==> src/hdl/oaids_pkg.sv <==
`timescale 1ns / 1ps
// ----------------------------------------------------------------------------
// oaids_pkg: shared types and constants for the ordered array block
// Holds the capacity, the derived index and count widths, the request and
// response beat types and the per-cell control group.
// ----------------------------------------------------------------------------
package oaids_pkg;

   localparam int CAPACITY  = 128;
   localparam int WORD_W    = 32;
   localparam int IDX_W     = (CAPACITY > 1) ? $clog2(CAPACITY) : 1;
   localparam int CNT_W     = $clog2(CAPACITY + 1);
   localparam int TREE_SIZE = 1 << IDX_W;
   localparam int CMP_W     = (CNT_W > 8) ? CNT_W : 8;

   typedef enum logic [1:0] {
      KIND_CLEAR  = 2'd0,
      KIND_INSERT = 2'd1,
      KIND_DELETE = 2'd2,
      KIND_SEARCH = 2'd3
   } kind_type;

   typedef enum logic [1:0] {
      ST_DONE     = 2'd0,
      ST_BAD_POS  = 2'd1,
      ST_NOTFOUND = 2'd2
   } status_type;

   typedef struct packed {
      kind_type           kind;
      logic signed [31:0] item_value;
      logic [7:0]         position;
   } req_type;

   typedef struct packed {
      status_type status;
      logic [6:0] found_index;
      logic [7:0] element_total;
   } rsp_type;

   // Per-cell load selects for one update cycle
   typedef struct packed {
      logic load_word;
      logic load_left;
      logic load_right;
   } cell_ctl_type;

endpackage

==> src/hdl/oaids_first_match.sv <==
`timescale 1ns / 1ps
// ----------------------------------------------------------------------------
// oaids_first_match: lowest-index priority tree over the cell match flags
// Binary tree of log2 depth; each node passes up the left child when it hits.
// ----------------------------------------------------------------------------
module oaids_first_match
   import oaids_pkg::*;
(
   input  logic [CAPACITY-1:0] match_vec,
   output logic                hit,
   output logic [IDX_W-1:0]    hit_idx
);

   logic             node_hit [1:2*TREE_SIZE-1];
   logic [IDX_W-1:0] node_idx [1:2*TREE_SIZE-1];

   genvar g;
   generate
      for (g = 0; g < TREE_SIZE; g++) begin : g_leaf
         if (g < CAPACITY) begin : g_real
            assign node_hit[TREE_SIZE + g] = match_vec[g];
         end else begin : g_pad
            assign node_hit[TREE_SIZE + g] = 1'b0;
         end
         assign node_idx[TREE_SIZE + g] = IDX_W'(g);
      end
      for (g = 1; g < TREE_SIZE; g++) begin : g_node
         assign node_hit[g] = node_hit[2*g] | node_hit[2*g + 1];
         assign node_idx[g] = node_hit[2*g] ? node_idx[2*g] : node_idx[2*g + 1];
      end
   endgenerate

   assign hit     = node_hit[1];
   assign hit_idx = node_idx[1];

endmodule
==> config.mk <==
export PLATFORM = sky130hd
export DESIGN_NAME = oaids_first_match
export DESIGN_NICKNAME = d
export VERILOG_FILES = /design/src/hdl/oaids_pkg.sv /design/src/hdl/oaids_first_match.sv
export SDC_FILE = /design/constraint.sdc
export NUM_CORES = 1
export LEC_CHECK = 0
export BUFFER_PORTS_ARGS = -buffer_cell sky130_fd_sc_hd__buf_2
export CORE_UTILIZATION = 39
export DETAILED_ROUTE_END_ITERATION = 8
export GPL_TIMING_DRIVEN = 0
export PLACE_DENSITY = 0.81
export SYNTH_ARGS = -nofsm -noshare
export SYNTH_HDL_FRONTEND = slang
export SYNTH_SLANG_ARGS = --single-unit
==> constraint.sdc <==
create_clock -name vclk -period 3
set_clock_uncertainty 0.05 [all_clocks]
set_input_delay 0.3 -clock vclk [all_inputs]
set_output_delay 0.3 -clock vclk [all_outputs]
set_load 0.05 [all_outputs]
# Word-level counts from Yosys, hierarchy flattened
# Cells that the tools add are included.
# totals
reg_bits	0
latch_bits	0
ramBits	0
rom_bits	0
in_bits	128
out_inout_bits	8
word_cells	254
n_memories	0
# classes
add_sub_neg	0
multipliers	0
n_div	0
magnitude_cmp	0
eq_ne	0
shifts	0
n_mux	127
bitwise	127
reduce_logical	0
# op_table
cell	n
$mux W7	63
$or A1 B1 Y1	127
$mux W1	64

# Longest topological paths before layout
# logic_depth
ltp_word	7
depth_mapped	8
ltp_nobuf	6

# Worst setup path before layout
# No wires, ideal clock.
# synth_path
kind	input port to output port
start	in match_vec[5]
end	out hit
t_arrival_ns	3.103
required_time_ns	2.650
setup_slack_ns	-0.453
stages	7
path_buffers	2
cell_sequence	or4_1 > or2_1 > buf_6 > or3_1 > clkbuf_1 > nor2_1 > nand4_1
# synth_via
elab_chain_cells	7
# synth_lines
element	line	rtl
start, declared	oaids_first_match.sv:9	input logic [CAPACITY-1:0] match_vec,
$or A1 B1 Y1 (7 in series)	oaids_first_match.sv:28	assign node_hit[g] = node_hit[2*g] | node_hit[2*g + 1];
end, declared	oaids_first_match.sv:10	output logic hit,
# Every way passes these cells.

# Final worst setup path
# layout_path
start	in match_vec[5]
end	out hit_idx[1]
# layout_via
elab_chain_cells	7
word_cells_on_any_way	12
cone_classes	mux: 6; bitwise: 6
# layout_lines
element	line	rtl
$or A1 B1 Y1 (*)	oaids_first_match.sv:28	
$mux W7 / $or A1 B1 Y1 (equally long branches) (5 in series)	oaids_first_match.sv:29, oaids_first_match.sv:28	
$mux W7 (*)	oaids_first_match.sv:29	assign node_idx[g] = node_hit[2*g] ? node_idx[2*g] : node_idx[2*g + 1];
end, declared	oaids_first_match.sv:11	output logic [IDX_W-1:0] hit_idx
# Mark *: on every way between the ends. The rest lies on a longest branch, timed or not.

==> metrics.log <==
INFO  metric crit_type = in2out
INFO  metric area.sequential = 0 um^2
INFO  metric port-buffer-count = about 140
INFO  metric synth_top_cells_by_area = sky130_fd_sc_hd__nor2_1 (13%), sky130_fd_sc_hd__or4_1 (9.4%), sky130_fd_sc_hd__a21oi_1 (8.7%), sky130_fd_sc_hd__nor4_1 (8.3%), sky130_fd_sc_hd__o31ai_1 (6.8%)
INFO  metric globalRouteMet1Util = approximately a third
INFO  metric cellInternalPower = 0.100 mW
INFO  metric combinationalPowerShare = 100.0%
INFO  metric grt_max_degree = 8
INFO  metric crit_path_max_incr_delay = roughly 0.54 ns
INFO  metric die_h = 62.7 um
INFO  metric sequential_cell_total = 0
INFO  metric fillCellCount = between 300 and 400
INFO  metric drt.antenna.violating_nets = 0
INFO  metric flow.area_growth_from_synthesis = 54.5%
INFO  metric post-dp-hpwl = 4.63 mm
INFO  metric global_route.overflow_total = 0
INFO  metric io_pins = around 140
INFO  metric worstMarginPinSlew = 0.549 ns
INFO  metric worst-path-stages = 9
INFO  metric final_layout_size_suffix_gt1_share = 38.5%
INFO  metric detail_route.drc_violations = 0
INFO  metric worst_hold_startpoint = match_vec[127]
INFO  metric power_frac_seq = 0%
INFO  metric floorplan.die_area = approximately 4000 um^2
INFO  metric met3_usage = under 10%
INFO  metric finish.net_count = 514
INFO  metric setup-violations-final = 0
INFO  metric placeableCoreArea = ~3400 um^2
INFO  metric hold_class = in2out
INFO  metric vias = 2458
INFO  metric avgViaCountPerCell = 5.72
INFO  metric power.density = approximately 95 nW/um^2
INFO  metric worst-endpoint-arrival = roughly 2.5 ns
INFO  metric antennaDiodeCount = 0
INFO  metric final_common_cell = sky130_fd_sc_hd__buf_2
INFO  metric postSynthCellCount = 249
INFO  metric critPathSlowestCell = sky130_fd_sc_hd__or4_1
INFO  metric static-leakage-power = between 1 and 1.5 nW
INFO  metric wl_per_cell = approximately 12 um
INFO  metric critical_path_cell_by_cell = buf_2 > or4_1 > or2_1 > buf_6 > or4_1 > a31oi_2 > nor2_1 > o22ai_2 > clkbuf_4
INFO  metric synthDistinctLibCells = 42
INFO  metric net-switching-power = ~0.11 mW
INFO  metric drt_iter0_drc = 59
INFO  metric crit_required = ~2.7 ns
INFO  metric initial_cell_density_of_the_core = between 40% and 50%
INFO  metric syn_area = approximately 1400 um^2
INFO  metric placedInstanceArea = roughly 2200 um^2
INFO  metric initial_antenna_violation_count = 0
INFO  metric fmax = ~0.35 GHz
INFO  metric drt_total_wl = 5.35 mm
INFO  metric max_cap_violations = 0
INFO  metric post-route-min-period = a little under 3 ns
INFO  metric via_count_of_the_first_global_routing_pass = 2127
INFO  metric power_frac_clock = 0%
INFO  metric drt_first_pass_iters = 4
INFO  metric globalRouteMet2Util = between 40% and 50%
INFO  metric timing.critical_path.max_delay_family = simple AND/OR/NAND/NOR gates
INFO  metric syn_avg_cell_area = 5.77 um^2
INFO  metric final.clkbuf_count = 0
INFO  metric run_status = finished clean
INFO  metric cts_hold_buffers = 0
INFO  metric placement_rows = 21
INFO  metric critical_path.n_buffers_inverters = 3
INFO  metric yosysWarningCount = 0
INFO  metric cp_max_fo = 7
INFO  metric start_kind = input port
INFO  metric power.switching_fraction = about 52%
INFO  metric hold-path-cell-count = 4
INFO  metric share_of_the_clock_period_used_by_the_worst_path = between 90% and 100%
INFO  metric vdd_ir_drop_max = ~52 uV
INFO  metric gp_congestion = between 0.8 and 0.9
INFO  metric timing.hold.worst_endpoint = hit
INFO  metric die-width = 62.7 um
INFO  metric grt_setup_unrepaired = no
INFO  metric design_area = 2220 um^2
INFO  metric grtUsageTotal = 25.4%
INFO  metric max_slew_margin = 63.1%
INFO  metric yosysSeqAreaShare = 0%
INFO  metric synth_top_area_share = 12.5%
INFO  metric fin_util = about 64%
INFO  metric syn-num-nets = between 300 and 400
INFO  metric grt_pass1_wl = roughly 8.5 mm
INFO  metric critPathMostFrequentCell = sky130_fd_sc_hd__or4_1
INFO  metric grt-busiest-layer = met2
INFO  metric yosys.area.top_type = sky130_fd_sc_hd__nor2_1
INFO  metric worstSetupEndpointType = primary output
INFO  metric drv_slew = 0
INFO  metric hold_violations = 0
INFO  metric commonest_cells_after_routing_fill_and_taps_aside = sky130_fd_sc_hd__buf_2 (134), sky130_fd_sc_hd__nor2_1 (47), sky130_fd_sc_hd__a21oi_1 (25), sky130_fd_sc_hd__inv_1 (25), sky130_fd_sc_hd__or4_1 (18)
## cells by family after synthesis
logic type,Yosys count,share of synthesized area [%]
and+or+nand+nor,127,46.9
buffers and inverters,27,7.58
AOI/OAI and AO/OA,95,45.6
## cell type report
type | count | area [um^2] | share of cell area [%]
well taps | 46 | 57.6 | 2.59
plain buffers | 1 | 11.3 | 0.507
inverters | 25 | 93.8 | 4.23
repair buffers | 136 | 686 | 30.9
multi-input cells | 222 | 1370 | 61.8
## worst max path at each step
| stage | slack (ns) | start | to |
|---|---|---|---|
| 3_3_place_gp | 0.03 | match_vec[5] | hit_idx[2] |
| 5_1_grt | 0.01 | match_vec[81] | hit_idx[1] |
| 4_1_cts | 0.02 | match_vec[5] | hit_idx[2] |
| 3_5_place_dp | 0.03 | match_vec[5] | hit_idx[1] |
| 2_1_floorplan | -0.08 | match_vec[5] | hit |
| 6_report | 0.11 | match_vec[5] | hit_idx[1] |
## Yosys cell counts
master / n
sky130_fd_sc_hd__a2111oi_0: 1
sky130_fd_sc_hd__a211oi_1: 4
sky130_fd_sc_hd__a21boi_0: 3
sky130_fd_sc_hd__a21oi_1: 25
sky130_fd_sc_hd__a221o_2: 1
sky130_fd_sc_hd__a221oi_1: 5
sky130_fd_sc_hd__a22oi_1: 1
sky130_fd_sc_hd__a311o_1: 1
sky130_fd_sc_hd__a311oi_1: 2
sky130_fd_sc_hd__a31oi_1: 2
sky130_fd_sc_hd__a41o_1: 1
sky130_fd_sc_hd__a41oi_1: 1
sky130_fd_sc_hd__and2_1: 3
sky130_fd_sc_hd__and3_1: 4
sky130_fd_sc_hd__buf_6: 1
sky130_fd_sc_hd__clkbuf_1: 1
sky130_fd_sc_hd__inv_1: 25
sky130_fd_sc_hd__nand2_1: 7
sky130_fd_sc_hd__nand2b_1: 3
sky130_fd_sc_hd__nand3_1: 3
sky130_fd_sc_hd__nand4_1: 5
sky130_fd_sc_hd__nor2_1: 48
sky130_fd_sc_hd__nor2b_1: 5
sky130_fd_sc_hd__nor3_1: 7
sky130_fd_sc_hd__nor4_1: 19
sky130_fd_sc_hd__nor4_2: 1
sky130_fd_sc_hd__o2111ai_1: 2
sky130_fd_sc_hd__o211ai_1: 2
sky130_fd_sc_hd__o21a_1: 1
sky130_fd_sc_hd__o21ai_0: 11
sky130_fd_sc_hd__o21bai_1: 9
sky130_fd_sc_hd__o22ai_1: 2
sky130_fd_sc_hd__o311a_1: 1
sky130_fd_sc_hd__o311a_2: 1
sky130_fd_sc_hd__o311ai_0: 3
sky130_fd_sc_hd__o31a_1: 1
sky130_fd_sc_hd__o31ai_1: 13
sky130_fd_sc_hd__o32ai_1: 1
sky130_fd_sc_hd__o41ai_1: 1
sky130_fd_sc_hd__or2_1: 1
sky130_fd_sc_hd__or3_1: 3
sky130_fd_sc_hd__or4_1: 18
## stage by stage
step	hold slack [ns]	worst slack (ns)	setup TNS (ns)	instances	power (mW)
after floorplan	0.846	-0.0795	-0.0795	249	0.0743
after CTS	1.02	0.0227	0	431	0.205
after detailed placement	1.02	0.0280	0	431	0.204
after global placement	1.02	0.0341	0	431	0.200
after global routing	1.04	0.0129	0	430	0.234
final	1.01	0.114	0	430	0.211
## timing repair
item	in CTS	in global routing
endpoints found under the setup margin	0	2
gates resized for setup	0	8
hold endpoints to repair	0	0
buffers inserted	0	0
## layer usage
metal  share of wire, %  vias up  wire, um
met5                  0        -         0
met4               0.49        0        26
met3                7.0        4       377
met2                 48      115      2590
met1                 44     1068      2360
li1                   -     1271         -
## worst min-delay path: cells and delay by family
family,cells,cell delay [ns]
buf+inv,2,0.34
simple gates,2,0.13
## power groups by stage
| stage | Combinational [mW] | Clock (mW) | Sequential [mW] |
|---|---|---|---|
| after floorplan | 0.0743 | 0 | 0 |
| after global placement | 0.200 | 0 | 0 |
| after detailed placement | 0.204 | 0 | 0 |
| after CTS | 0.205 | 0 | 0 |
| after global routing | 0.234 | 0 | 0 |
| final | 0.211 | 0 | 0 |
(Power assumes the default switching activity.)
