`src/hdl/oaids_pkg.sv`:
```
`timescale 1ns / 1ps
// ----------------------------------------------------------------------------
// oaids_pkg: shared types and constants for the ordered array block
// Holds the capacity, the derived index and count widths, the request and
// response beat types and the per-cell control group.
// ----------------------------------------------------------------------------
package oaids_pkg;

   localparam int CAPACITY  = 128;
   localparam int WORD_W    = 32;
   localparam int IDX_W     = (CAPACITY > 1) ? $clog2(CAPACITY) : 1;
   localparam int CNT_W     = $clog2(CAPACITY + 1);
   localparam int TREE_SIZE = 1 << IDX_W;
   localparam int CMP_W     = (CNT_W > 8) ? CNT_W : 8;

   typedef enum logic [1:0] {
      KIND_CLEAR  = 2'd0,
      KIND_INSERT = 2'd1,
      KIND_DELETE = 2'd2,
      KIND_SEARCH = 2'd3
   } kind_type;

   typedef enum logic [1:0] {
      ST_DONE     = 2'd0,
      ST_BAD_POS  = 2'd1,
      ST_NOTFOUND = 2'd2
   } status_type;

   typedef struct packed {
      kind_type           kind;
      logic signed [31:0] item_value;
      logic [7:0]         position;
   } req_type;

   typedef struct packed {
      status_type status;
      logic [6:0] found_index;
      logic [7:0] element_total;
   } rsp_type;

   // Per-cell load selects for one update cycle
   typedef struct packed {
      logic load_word;
      logic load_left;
      logic load_right;
   } cell_ctl_type;

endpackage

```
`src/hdl/oaids_cell.sv`:
```
`timescale 1ns / 1ps
// ----------------------------------------------------------------------------
// oaids_cell: one storage cell of the ordered array chain
// Holds one word, compares it with the request word and loads the new
// word or a neighbor's word when the array shifts.
// ----------------------------------------------------------------------------
module oaids_cell
   import oaids_pkg::*;
(
   input  logic              clock,
   input  logic              capture,
   input  logic [WORD_W-1:0] cmp_word,
   input  logic              in_range,
   input  cell_ctl_type      ctl,
   input  logic [WORD_W-1:0] new_word,
   input  logic [WORD_W-1:0] left_word,
   input  logic [WORD_W-1:0] right_word,
   output logic [WORD_W-1:0] word,
   output logic              match
);

   logic [WORD_W-1:0] word_ff;
   logic [WORD_W-1:0] word_in;
   logic              match_ff;
   logic              match_in;

   always_comb begin
      word_in = word_ff;
      if (ctl.load_word) begin
         word_in = new_word;
      end else if (ctl.load_left) begin
         word_in = left_word;
      end else if (ctl.load_right) begin
         word_in = right_word;
      end
      // hold the compare result until the next request is taken
      match_in = capture ? (in_range && (word_ff == cmp_word)) : match_ff;
   end

   always_ff @(posedge clock) begin
      word_ff  <= word_in;
      match_ff <= match_in;
   end

   assign word  = word_ff;
   assign match = match_ff;

endmodule

```
`config.mk`:
```
export PLATFORM = sky130hd
export DESIGN_NAME = oaids_cell
export DESIGN_NICKNAME = d
export VERILOG_FILES = /design/src/hdl/oaids_pkg.sv /design/src/hdl/oaids_cell.sv
export SDC_FILE = /design/constraint.sdc
export NUM_CORES = 1
export LEC_CHECK = 0
export BUFFER_PORTS_ARGS = -buffer_cell sky130_fd_sc_hd__buf_2
export CAP_MARGIN = 0
export CORE_ASPECT_RATIO = 2
export CORE_MARGIN = 4
export CORE_UTILIZATION = 39
export DETAILED_ROUTE_END_ITERATION = 8
export PLACE_DENSITY = 0.81
export SLEW_MARGIN = 20
export SYNTH_ARGS = -nofsm -noshare
export SYNTH_HDL_FRONTEND = slang
export SYNTH_SLANG_ARGS = --single-unit
```
`constraint.sdc`:
```
create_clock -name clock -period 2.2 [get_ports clock]
set_input_delay 0.33 -clock clock [delete_from_list [all_inputs] [get_ports clock]]
set_output_delay 0.33 -clock clock [all_outputs]
set_load 0.02 [all_outputs]
```
# After elaboration in Yosys (flattened, before gate mapping)
# Cells that the tools add are included.
# Widths: inputs -> output; s select.
[totals]
out_inout_bits = 33
romBits = 0
mem_bits_rw = 0
register_bits = 33
elab_cells = 8
latch_bits = 0
n_memories = 0
input_bits = 134
[classes]
add_sub_neg = 0
bitwise_logic = 0
order_cmp = 0
div_mod_pow = 0
reduce_logical = 2
shifts = 0
n_eq_ne = 1
n_mul = 0
n_mux = 3
[ops]
columns = ["operator", "count"]
rows = [
  ["$mux 32", 3],
  ["$eq 32x32->1", 1],
  ["$reduce_bool 3->1", 1],
  ["$logic_and 1x1->1", 1],
]

# Depth between registers and ports, before layout
# Gate-level depths: netlist of the first run.
[depth]
depth_word = 3
ltp_mapped = 4

# Worst setup path after synthesis of the first run
# No wires, ideal clock.
[synth_timing]
path_kind = "input to register"
from = "input port ctl[1] in the netlist's numbering"
to = "register word_ff[0], in the netlist word[0] (enable)"
t_required_ps = 1786
cell_stages = 2
arrival_ps = 1238
n_path_buf = 1
setup_ps = 414
setup_slack_ps = 548
cell_sequence = "buf_2 or3_1"
[synth_between]
elab_chain_len = 1
[synth_lines]
columns = ["item", "line", "rtl"]
rows = [
  ["from (decl)", "oaids_cell.sv:14", "input cell_ctl_type ctl,"],
  ["$reduce_bool 3->1 (no source line)", "-", ""],
  ["to (signal assigned)", "oaids_cell.sv:41", "word_ff <= word_in;"],
  ["to (decl)", "oaids_cell.sv:22", "logic [WORD_W-1:0] word_ff;"],
]
# Every way passes these cells.
# A chain may end at the register's enable or synchronous reset.

# Worst setup path in the final report of the first run
[layout_timing]
from = "register word_ff[24], in the netlist word[24]"
to = "register match_ff, in the netlist match, data pin"
[layout_between]
elab_chain_len = 2
[layout_lines]
columns = ["item", "line", "rtl"]
rows = [
  ["$eq 32x32->1", "oaids_cell.sv:37", "match_in = capture ? (in_range && (word_ff == cmp_word)) : match_ff;"],
  ["$logic_and 1x1->1", "oaids_cell.sv:37", ""],
  ["to (signal assigned)", "oaids_cell.sv:42", "match_ff <= match_in;"],
  ["to (decl)", "oaids_cell.sv:24", "logic match_ff;"],
]
# Every way passes these cells.

==> implementation parameters, run 1 <==
Parameter                              Value

Setup path
  Kind of start point of the critical path    register
  Family with the most delay on the worst path    simple AND/OR/NAND/NOR gates
  Worst EP arrival    1.65 ns
  Buffer and inverter count on the worst path    0
  Slowest library cell on the worst path    edfxtp_1
  Cells along the critical path    xor2_1 -> nor4_1 -> nand4_1 -> nor3_2
  Maximum fanout along the worst path    2
  Worst Setup End Kind    register
  Register-to-register path setup slack    0.69 ns
  Largest stage delay on the critical path    0.42 ns
  Crit path required time    2.34 ns
  Critical path type    reg2reg

Layout
  Final layout net count    486
  Fin util    59.9%
  Area delta synth->final    47.9%
  Fraction of layout instances using a drive strength above 1    50.3%
  Filler cell count    473
  Total area of sequential cells    991 sq um
  Area of combinational cells with multiple inputs    962 sq um
  Number of diodes    0

Power
  Leakage power summed over all cells    1.52 nW
  PD cells    577 nW/um^2
  Total power draw    1.71 mW
  Peak ir drop on the vdd network    0.472 mV

Logic synthesis
  Proportion of netlist area held by the largest area contributor    49.3%
  Distinct cells, synth    15
  Dominant register cell in the synthesized netlist    edfxtp_1
  Most frequent cells after synthesis    33 x edfxtp_1, 32 x mux2i_1, 32 x nand2_1, 32 x o21ai_0, 31 x xor2_1
  Gate Count Post-Synth    185
  Count of synthesis-stage warnings from yosys    0
  Synth async-reset ratio    0%
  Number of nets in the synthesized netlist    319
  Average size of a mapped cell    10.9 sq um
  Synthesized flop and latch total    33
  Part of the Yosys area used for sequential elements    49.3%
  Biggest area consumer among synthesized cells    edfxtp_1
  Mapped Area    2010 sq um
  Most numerous cell in the Yosys netlist    edfxtp_1
  Post-synth EDFFs    33
  Dominant cells by area after synthesis    edfxtp_1 49%, mux2i_1 16%, xor2_1 14%

STA
  Number of setup violations in the final report    0
  Measured slew at the worst slew-check pin    0.612 ns
  RSZ-0062 raised after global routing    no
  Fmax    662 MHz
  Worst Skew    0.00455 ns
  Sum of negative setup slack    0 ns
  Worst setup slack after layout    0.689 ns
  Relative slew slack    59.2%
  Clock period minus final worst setup slack    1.51 ns
  Fin crit share    68.7%
  Max Transition Viols Final    0
  Final Hold Fails    0

Clock tree
  Post-CTS Setup Repair Bufs    0
  Number of buffers between clock root and the deepest sink    2
  Total CTS buffers    5
  H-Tree Level Count    2
  TritonCTS clock tree    yes
  Total of hold buffers inserted after clock tree synthesis    0
  Resized Gates After CTS    0
  Sink count of the clock tree    33
  Clock root buffer    clkbuf_8
  Clock-pin slew on the worst setup and hold paths    0.06 ns
  Latest clock arrival within the worst-skew pair    0.28 ns

Placed design
  I/O Buffers    166
  Routability Congestion    0.841
  Setup WS pre-CTS    0.498 ns
  Total half-perimeter wirelength after legalization and detailed placement    5320 um

Floorplanning
  Starting density of the core    40.5%
  Height of the die    109 um
  Area of the die    6430 sq um
  Core box area    4950 sq um
  I/O pins    167
  Die outline width    58.7 um
  Std-Cell Rows    36

Detailed routing
  Total number of vias    2004
  Number of nets still failing antenna checks after routing    0
  Total DRC errors in the routed layout    0
  Routed WL per cell    15.2 um
  WL final    6220 um
  Detailed router's first-iteration violation count    33
  TritonRoute pass-1 iters    4
  Via-per-instance ratio    4.90

Global route
  Antenna violations before repair    0
  Vias in the first global route    2006
  Pin count of the biggest net entering global routing    41
  Aggregate global routing overflow    0
  Aggregate global-route resource usage    19.1%
  Wire length of the first global-routing pass    8870 um

Hold path
  Hold/Removal Path Class    in2reg

Outcome
  Status    finished clean

Flow run
  Max-cap violations    0
placed cells by master (no fill, tap or decap):
cell      Yosys  final
buf_2         2    166
buf_4         3      5
clkbuf_1      6      1
clkbuf_8      0      5
clkinv_1      0      1
edfxtp_1     33     33
mux2i_1      32     32
nand2_1      32     32
nand3_1       2      2
nand4_1       1      1
nor3_1        1      1
nor3_2        1      1
nor4_1        7      7
o21ai_0      32     32
or3_1         1      1
xnor2_1       1      1
xor2_1       31     31
registers in the layout, summed over array words and instances, names as in the netlist:
signal / count
match: 1
word: 32
cell families after synthesis:
logic type / after synthesis / synth area share, %
simple gates: 45 / 10.0
compound gates: 32 / 7.97
buf+inv: 11 / 2.74
xor+xnor: 32 / 14.0
flops: 33 / 49.3
mux: 32 / 16.0
final timing paths:
path | depth (start not counted) | endpoint | startpoint
worst max-delay path | 4 | match | word[24]
worst min-delay path | 1 | match | capture
worst max register to register | 4 | match | word[24]
worst min register to register | 3 | match | word[8]
layout make-up:
class	count	share of cell area (%)
Clock buffer	6	2.44
Clock inverter	1	0.126
Multi-Input combinational cell	141	32.4
Sequential cell	33	33.4
Tap cell	57	2.40
Timing Repair Buffer	171	29.2
worst reg2reg max path, stage by stage (launching register included):
cell      delay, ns
edfxtp_1       0.42
xor2_1         0.16
nor4_1         0.42
nand4_1        0.18
nor3_2         0.19
through the flow:
| stage | hold WS, ns | area, sq um | cells |
|---|---|---|---|
| 2_1_floorplan | 0.442 | 2010 | 185 |
| 3_3_place_gp | 0.542 | 2890 | 402 |
| 3_5_place_dp | 0.544 | 2890 | 402 |
| 4_1_cts | 0.245 | 2970 | 409 |
| 5_1_grt | 0.241 | 2970 | 409 |
| 6_report | 0.254 | 2970 | 409 |
power by group:
| group | total [mW] | internal, mW | switching [mW] | leakage (nW) |
|---|---|---|---|---|
| Combinational | 0.477 | 0.218 | 0.259 | 1.13 |
| Sequential | 0.825 | 0.778 | 0.0477 | 0.349 |
| Clock | 0.412 | 0.213 | 0.200 | 0.0387 |
| Total | 1.71 | 1.21 | 0.506 | 1.52 |
per-layer routing:
metal | global-route usage (%) | part of all wire, % | wire, um
met5 | 0 | 0 | 0
met4 | 8.75 | 2.4 | 152
met3 | 4.94 | 9.7 | 605
met2 | 37.8 | 59 | 3640
met1 | 16.7 | 29 | 1820
Note: power is estimated with default switching activity, not from simulation.
==> run 2, diff against run 1 <==
- ABC_AREA: unset -> 1
- CORE_UTILIZATION: 39 -> 37
- PLACE_DENSITY: 0.81 -> 0.78
- clock period: 2.2 -> 1.2 ns (I/O delays scaled with it)
==> run 2 against run 1 <==
  * The run now ends with negative setup slack left
  * Largest power group unchanged
  * Die area increased by 16%
  * Synthesized area increased by 12%
  * Highest routed layer unchanged
  * Sequential cell count unchanged
  * Critical endpoint is now word[31]
  * Wire length increased by 31%
  * Clock power increased to 2.9 times the previous value
  * Sequential share of layout area decreased by 4.1 points
==> implementation parameters, run 2 <==
Parameter                              Value

Setup path
  Cells along the critical path    buf_6 -> buf_6 -> buf_6
  Kind of start point of the critical path    register
  Largest stage delay on the critical path    0.41 ns
  Setup crit start    word[31]
  Reg-to-reg critical path endpoint    match
  Slowest library cell on the worst path    edfxtp_1
  Crit path required time    1.02 ns
  Worst Setup End Kind    output port
  Startpoint of the most critical register-to-register path    word[31]
  Critical path type    reg2out
  Most prevalent standard cell on the critical path    buf_6
  Maximum fanout along the worst path    2
  Worst EP arrival    1.04 ns
  Worst-case reg-to-reg path depth    6
  Register-to-register path setup slack    0 ns

Logic synthesis
  Dominant cells by area after synthesis    edfxtp_1 44%, nand2_1 16%, a21oi_1 14%
  Synthesized flop and latch total    33
  Gate Count Post-Synth    321
  Most numerous cell in the Yosys netlist    nand2_1
  Biggest area consumer among synthesized cells    edfxtp_1
  Number of nets in the synthesized netlist    455
  Count of synthesis-stage warnings from yosys    0
  Synth async-reset ratio    0%
  Average size of a mapped cell    7.00 sq um
  Most frequent cells after synthesis    97 x nand2_1, 64 x a21oi_1, 49 x nor2_1
  Post-synth EDFFs    33
  Dominant register cell in the synthesized netlist    edfxtp_1
  Proportion of netlist area held by the largest area contributor    44.1%
  Distinct cells, synth    17
  Part of the Yosys area used for sequential elements    44.1%
  Mapped Area    2250 sq um

Global route
  Pin count of the biggest net entering global routing    33
  Vias in the first global route    2714
  Met2 track demand over resource in global routing    41.8%
  Wire length of the first global-routing pass    12100 um
  Aggregate global-route resource usage    21.0%
  Grt met3 use    3.52%
  Antenna violations before repair    0
  Global routing met1 resource utilization    19.4%
  Aggregate global routing overflow    0
  GR peak layer    met2

Power
  Peak ir drop on the vdd network    0.969 mV
  Switching power of the nets    1.14 mW
  Portion of total power attributed to sequential cells    39.9%
  Logic pwr share    28.9%
  PD cells    1120 nW/um^2
  Clock network fraction of design power    31.1%
  Design internal power    2.66 mW
  Net Sw Frac    30.0%
  Leakage power summed over all cells    1.86 nW

Layout
  Area delta synth->final    50.4%
  Flip-flop count of the largest register, all copies and words added    32
  Total area of sequential cells    991 sq um
  Commonest non-fill, non-tap cell in the layout    buf_2
  Number of diodes    0
  Commonest cells after routing, fill and taps aside    165 x buf_2, 95 x nand2_1, 64 x a21oi_1, 47 x nor2_1, 40 x inv_1
  Post-route cell area    3380 sq um
  Area of combinational cells with multiple inputs    1030 sq um
  Fraction of layout instances using a drive strength above 1    39.6%
  Final layout net count    630
  Filler cell count    582

STA
  Relative slew slack    71.1%
  Fin crit share    102%
  Fmax    819 MHz
  Final Hold Fails    0
  Worst setup slack after layout    -0.0210 ns
  Max Transition Viols Final    0
  Clock period minus final worst setup slack    1.22 ns
  RSZ-0062 raised after global routing    yes
  Number of setup violations in the final report    1
  Worst Skew    0.00203 ns
  Measured slew at the worst slew-check pin    0.433 ns

Detailed routing
  Detailed router's first-iteration violation count    146
  Total DRC errors in the routed layout    0
  Total number of vias    2722
  TritonRoute pass-1 iters    4
  Number of nets still failing antenna checks after routing    0
  Via-per-instance ratio    4.86
  WL final    8130 um
  Routed WL per cell    14.5 um

Floorplanning
  Die outline width    63.1 um
  Area of the die    7460 sq um
  Std-Cell Rows    40
  Height of the die    118 um
  Core box area    5960 sq um
  Starting density of the core    37.8%
  I/O pins    167

Clock tree
  Total of hold buffers inserted after clock tree synthesis    0
  Clock-pin slew on the worst setup and hold paths    0.05 ns
  Number of buffers between clock root and the deepest sink    2
  H-Tree Level Count    2
  TritonCTS clock tree    yes
  Latest clock arrival within the worst-skew pair    0.27 ns
  Sink count of the clock tree    33
  Total CTS buffers    5
  Clock root buffer    clkbuf_16

Placed design
  I/O Buffers    166
  Total half-perimeter wirelength after legalization and detailed placement    6810 um
  Cell area after placement    3190 sq um
  Routability Congestion    0.917
  Setup WS pre-CTS    -0.112 ns

Hold path
  Number of cells traversed by the worst hold path    1
  Beginning of the worst hold path    capture
  Hold/Removal Path Class    in2reg
  End point of the most critical hold path    match

Outcome
  Status    finished with violations
  Violated checks    negative setup slack

Flow run
  Max-cap violations    0
-- run 2: cell types whose count changed after synthesis, moves of 6 or more --
| cell | previous run | this run |
|---|---|---|
| nor4_1 | 7 | 0 |
| nor2_1 | 0 | 49 |
| a21oi_1 | 0 | 64 |
| mux2i_1 | 32 | 0 |
| nand2_1 | 32 | 97 |
| inv_1 | 0 | 40 |
| buf_2 | 2 | 11 |
| clkbuf_1 | 6 | 0 |
| xor2_1 | 31 | 3 |
| o21ai_0 | 32 | 3 |
-- run 2: worst max-delay path by stage --
stage	to	cells after the start	slack, ns
2_1_floorplan	match	6	0.005
3_3_place_gp	match	7	-0.11
3_5_place_dp	match	7	-0.11
4_1_cts	match	6	-0.06
5_1_grt	match	6	-0.06
6_report	word[31]	3	-0.02
-- run 2: cells by family (layout without fill, tap and decap cells) --
| group | count (synthesis) | after routing | share of synthesized area, % |
|---|---|---|---|
| DFF | 33 | 33 | 44.1 |
| xor gates and xnor gates | 7 | 7 | 2.73 |
| AOI/OAI and AO/OA | 72 | 72 | 16.2 |
| and+or+nand+nor | 152 | 152 | 26.3 |
| buffers and inverters | 57 | 233 | 10.6 |
-- run 2: metrics by stage --
step	TNS, ns	total power [mW]	utilization (%)	cells	hold WS, ns
2_1_floorplan	0	2.10	-	321	0.292
3_3_place_gp	-0.113	2.58	53.6	548	0.418
3_5_place_dp	-0.112	2.60	53.6	548	0.412
4_1_cts	-0.0858	3.83	56.5	559	0.129
5_1_grt	-0.113	3.99	56.8	560	0.124
6_report	-0.0210	3.80	56.8	560	0.130
-- run 2: area by class of cell --
type                            instances  share of cell area (%)
Clock inverter                          2                   0.296
Sequential cell                        33                    29.3
Multi-Input combinational cell        231                    30.6
Tap cell                               63                    2.33
Clock buffer                            6                    3.81
Inverter                               43                    4.77
Timing Repair Buffer                  182                    28.9
-- run 2: critical path, delay by kind of cell (launching register included) --
family	cells	cell delay, ns
buf+inv	3	0.36
flops	1	0.41
-- run 2: repair_timing --
| item | in CTS | in global routing |
|---|---|---|
| gates resized for setup | 6 | 3 |
| setup endpoints to repair | 1 | 2 |
| buffers inserted | 3 | 1 |
| pin swaps | 5 | 5 |
-- run 2: per-layer routing --
| metal | up-vias | part of all wire (%) |
|---|---|---|
| li1 | 1366 | - |
| met4 | 0 | 3.7 |
| met5 | - | 0 |
| met2 | 130 | 58 |
| met3 | 22 | 6.0 |
| met1 | 1204 | 32 |
-- run 2: power groups by stage --
stage | Sequential [mW] | Combinational [mW] | Clock (mW)
after CTS | 1.52 | 1.10 | 1.21
after global placement | 1.53 | 1.04 | 0
after floorplan | 1.69 | 0.410 | 0
final | 1.52 | 1.10 | 1.18
after detailed placement | 1.54 | 1.06 | 0
after global routing | 1.53 | 1.20 | 1.26
==> run 3, diff against run 2 <==
- CORE_ASPECT_RATIO: 2 -> 1.5
==> run 3 against run 2 <==
  * The flow still finishes with violations (negative setup slack)
  * Final cell count increased by 0.54%
  * Clock skew increased by 0.0015 ns
  * Clock-buffer cell count unchanged
  * Via count decreased by 2.2%
  * Highest routed layer is now met5
==> implementation parameters, run 3 (synthesized netlist as in run 2, its figures left out) <==
Parameter                              Value

Detailed routing
  TritonRoute pass-1 iters    4
  Detailed router's first-iteration violation count    86
  WL final    7610 um
  Via-per-instance ratio    4.73
  Total number of vias    2662
  Routed WL per cell    13.5 um
  Total DRC errors in the routed layout    0
  Number of nets still failing antenna checks after routing    0

Placed design
  I/O Buffers    166
  Total half-perimeter wirelength after legalization and detailed placement    6460 um
  Cell area after placement    3190 sq um
  Inst Count DP    555
  Routability Congestion    0.918

Layout
  Commonest non-fill, non-tap cell in the layout    buf_2
  Flip-flop count of the largest register, all copies and words added    32
  Final layout net count    624
  Filler cell count    558
  Fraction of layout instances using a drive strength above 1    38.5%
  Area delta synth->final    45.5%
  Post-route cell area    3270 sq um
  Number of diodes    0
  Post-route insts no fill    563
  Commonest cells after routing, fill and taps aside    166 x buf_2, 96 x nand2_1, 64 x a21oi_1, 48 x nor2_1, 40 x inv_1

Setup path
  Slowest library cell on the worst path    edfxtp_1
  Endpoint of the worst setup timing path    match
  Register-to-register path setup slack    -0.006 ns
  Worst EP arrival    1.34 ns
  Startpoint of the most critical register-to-register path    word[4]
  Worst Setup End Kind    register
  Largest stage delay on the critical path    0.42 ns
  Crit path required time    1.33 ns
  Cells along the critical path    nand2_1 -> nand2_1 -> nor2_1 -> nand2_1 -> nor2_1 -> nand3_1 -> nor2_1
  Critical path type    reg2reg
  Family with the most delay on the worst path    simple AND/OR/NAND/NOR gates
  Maximum fanout along the worst path    3
  Reg-to-reg critical path endpoint    match
  Kind of start point of the critical path    register
  Buffer and inverter count on the worst path    0
  Setup crit start    word[4]
  Worst-case reg-to-reg path depth    7
  Logic depth of the worst path, buffers included    7

Clock tree
  Total CTS buffers    5
  Total of hold buffers inserted after clock tree synthesis    0
  H-Tree Level Count    2
  Number of buffers between clock root and the deepest sink    2
  Sink count of the clock tree    33
  Clock-pin slew on the worst setup and hold paths    0.07 ns
  Clock root buffer    clkbuf_8
  TritonCTS clock tree    yes
  Latest clock arrival within the worst-skew pair    0.27 ns

STA
  Final Hold Fails    0
  Sum of negative setup slack    -0.00648 ns
  Clock period minus final worst setup slack    1.21 ns
  Relative slew slack    72.0%
  Min Hold Slack    0.124 ns
  Fmax    829 MHz
  Fin crit share    101%
  RSZ-0062 raised after global routing    yes
  Worst Skew    0.00352 ns
  Max Transition Viols Final    0
  Worst setup slack after layout    -0.00648 ns
  Measured slew at the worst slew-check pin    0.420 ns
  Number of setup violations in the final report    1

Global route
  Aggregate global routing overflow    0
  Vias in the first global route    2499
  Antenna violations before repair    1
  Wire length of the first global-routing pass    11200 um
  Pin count of the biggest net entering global routing    33
  Aggregate global-route resource usage    19.9%

Outcome
  Violated checks    negative setup slack
  Status    finished with violations

Power
  Clock network fraction of design power    23.1%
  Leakage power summed over all cells    1.80 nW
  Logic pwr share    31.4%
  Design internal power    2.27 mW
  PD cells    1020 nW/um^2
  Net Sw Frac    32.0%
  Peak ir drop on the vdd network    0.513 mV
  Portion of total power attributed to sequential cells    45.5%
  Total power draw    3.33 mW
  Switching power of the nets    1.07 mW

Floorplanning
  Core box area    5870 sq um
  Starting density of the core    38.3%
  Std-Cell Rows    34
  Height of the die    103 um
  Die outline width    71.7 um
  Area of the die    7410 sq um
  I/O pins    167

Hold path
  Hold/Removal Path Class    in2reg
  Number of cells traversed by the worst hold path    1
  Beginning of the worst hold path    capture

Flow run
  Max-cap violations    0
[run 3: final cells by class]
| type | instances | area (sq um) | area share [%] |
|---|---|---|---|
| inverters | 43 | 161 | 4.93 |
| repair buffers | 176 | 918 | 28.1 |
| clock buffers | 6 | 72.6 | 2.22 |
| multi-input cells | 231 | 1030 | 31.4 |
| well taps | 72 | 90.1 | 2.75 |
| flip-flops and latches | 33 | 991 | 30.3 |
| clock inverters | 2 | 10.0 | 0.306 |
[run 3: worst register-to-register path, cell delays in order, from the launching register on]
cell      delay, ns
edfxtp_1       0.42
nand2_1        0.11
nand2_1        0.06
nor2_1         0.10
nand2_1        0.08
nor2_1         0.11
nand3_1        0.08
nor2_1         0.11
[run 3: worst min path at each step]
| stage | endpoint | slack [ns] |
|---|---|---|
| floorplan | match | 0.29 |
| global placement | match | 0.41 |
| detailed placement | match | 0.41 |
| CTS | match | 0.12 |
| global route | match | 0.11 |
| finish | match | 0.12 |
[run 3: what timing repair did]
| action | in CTS | in global routing |
|---|---|---|
| endpoints found under the setup margin | 1 | 1 |
| pin swaps | 3 | 1 |
| hold endpoints to repair | 0 | 0 |
| buffers inserted | 0 | 0 |
| gates resized for setup | 1 | 1 |
[run 3: metal layers]
layer  up-vias  track usage [%]  part of all wire (%)
li1       1356                -                     -
met4         2             8.25                   3.0
met1      1155             20.9                    34
met3        21             3.48                   8.1
met5         -                0                  0.17
met2       128             38.5                    55
[run 3: stage by stage]
step,worst slack [ns],utilization (%)
final,-0.00648,55.7
after global routing,-0.112,55.7
after detailed placement,-0.0404,54.3
after floorplan,0.00543,-
after CTS,-0.0419,55.7
after global placement,-0.0182,54.3
[run 3: power by group through the flow]
stage	sequential, mW	clock (mW)	combinational [mW]
CTS	1.52	0.797	1.05
finish	1.52	0.769	1.05
global route	1.53	0.854	1.16
detailed placement	1.54	0	1.05
global placement	1.53	0	1.03
floorplan	1.69	0	0.410
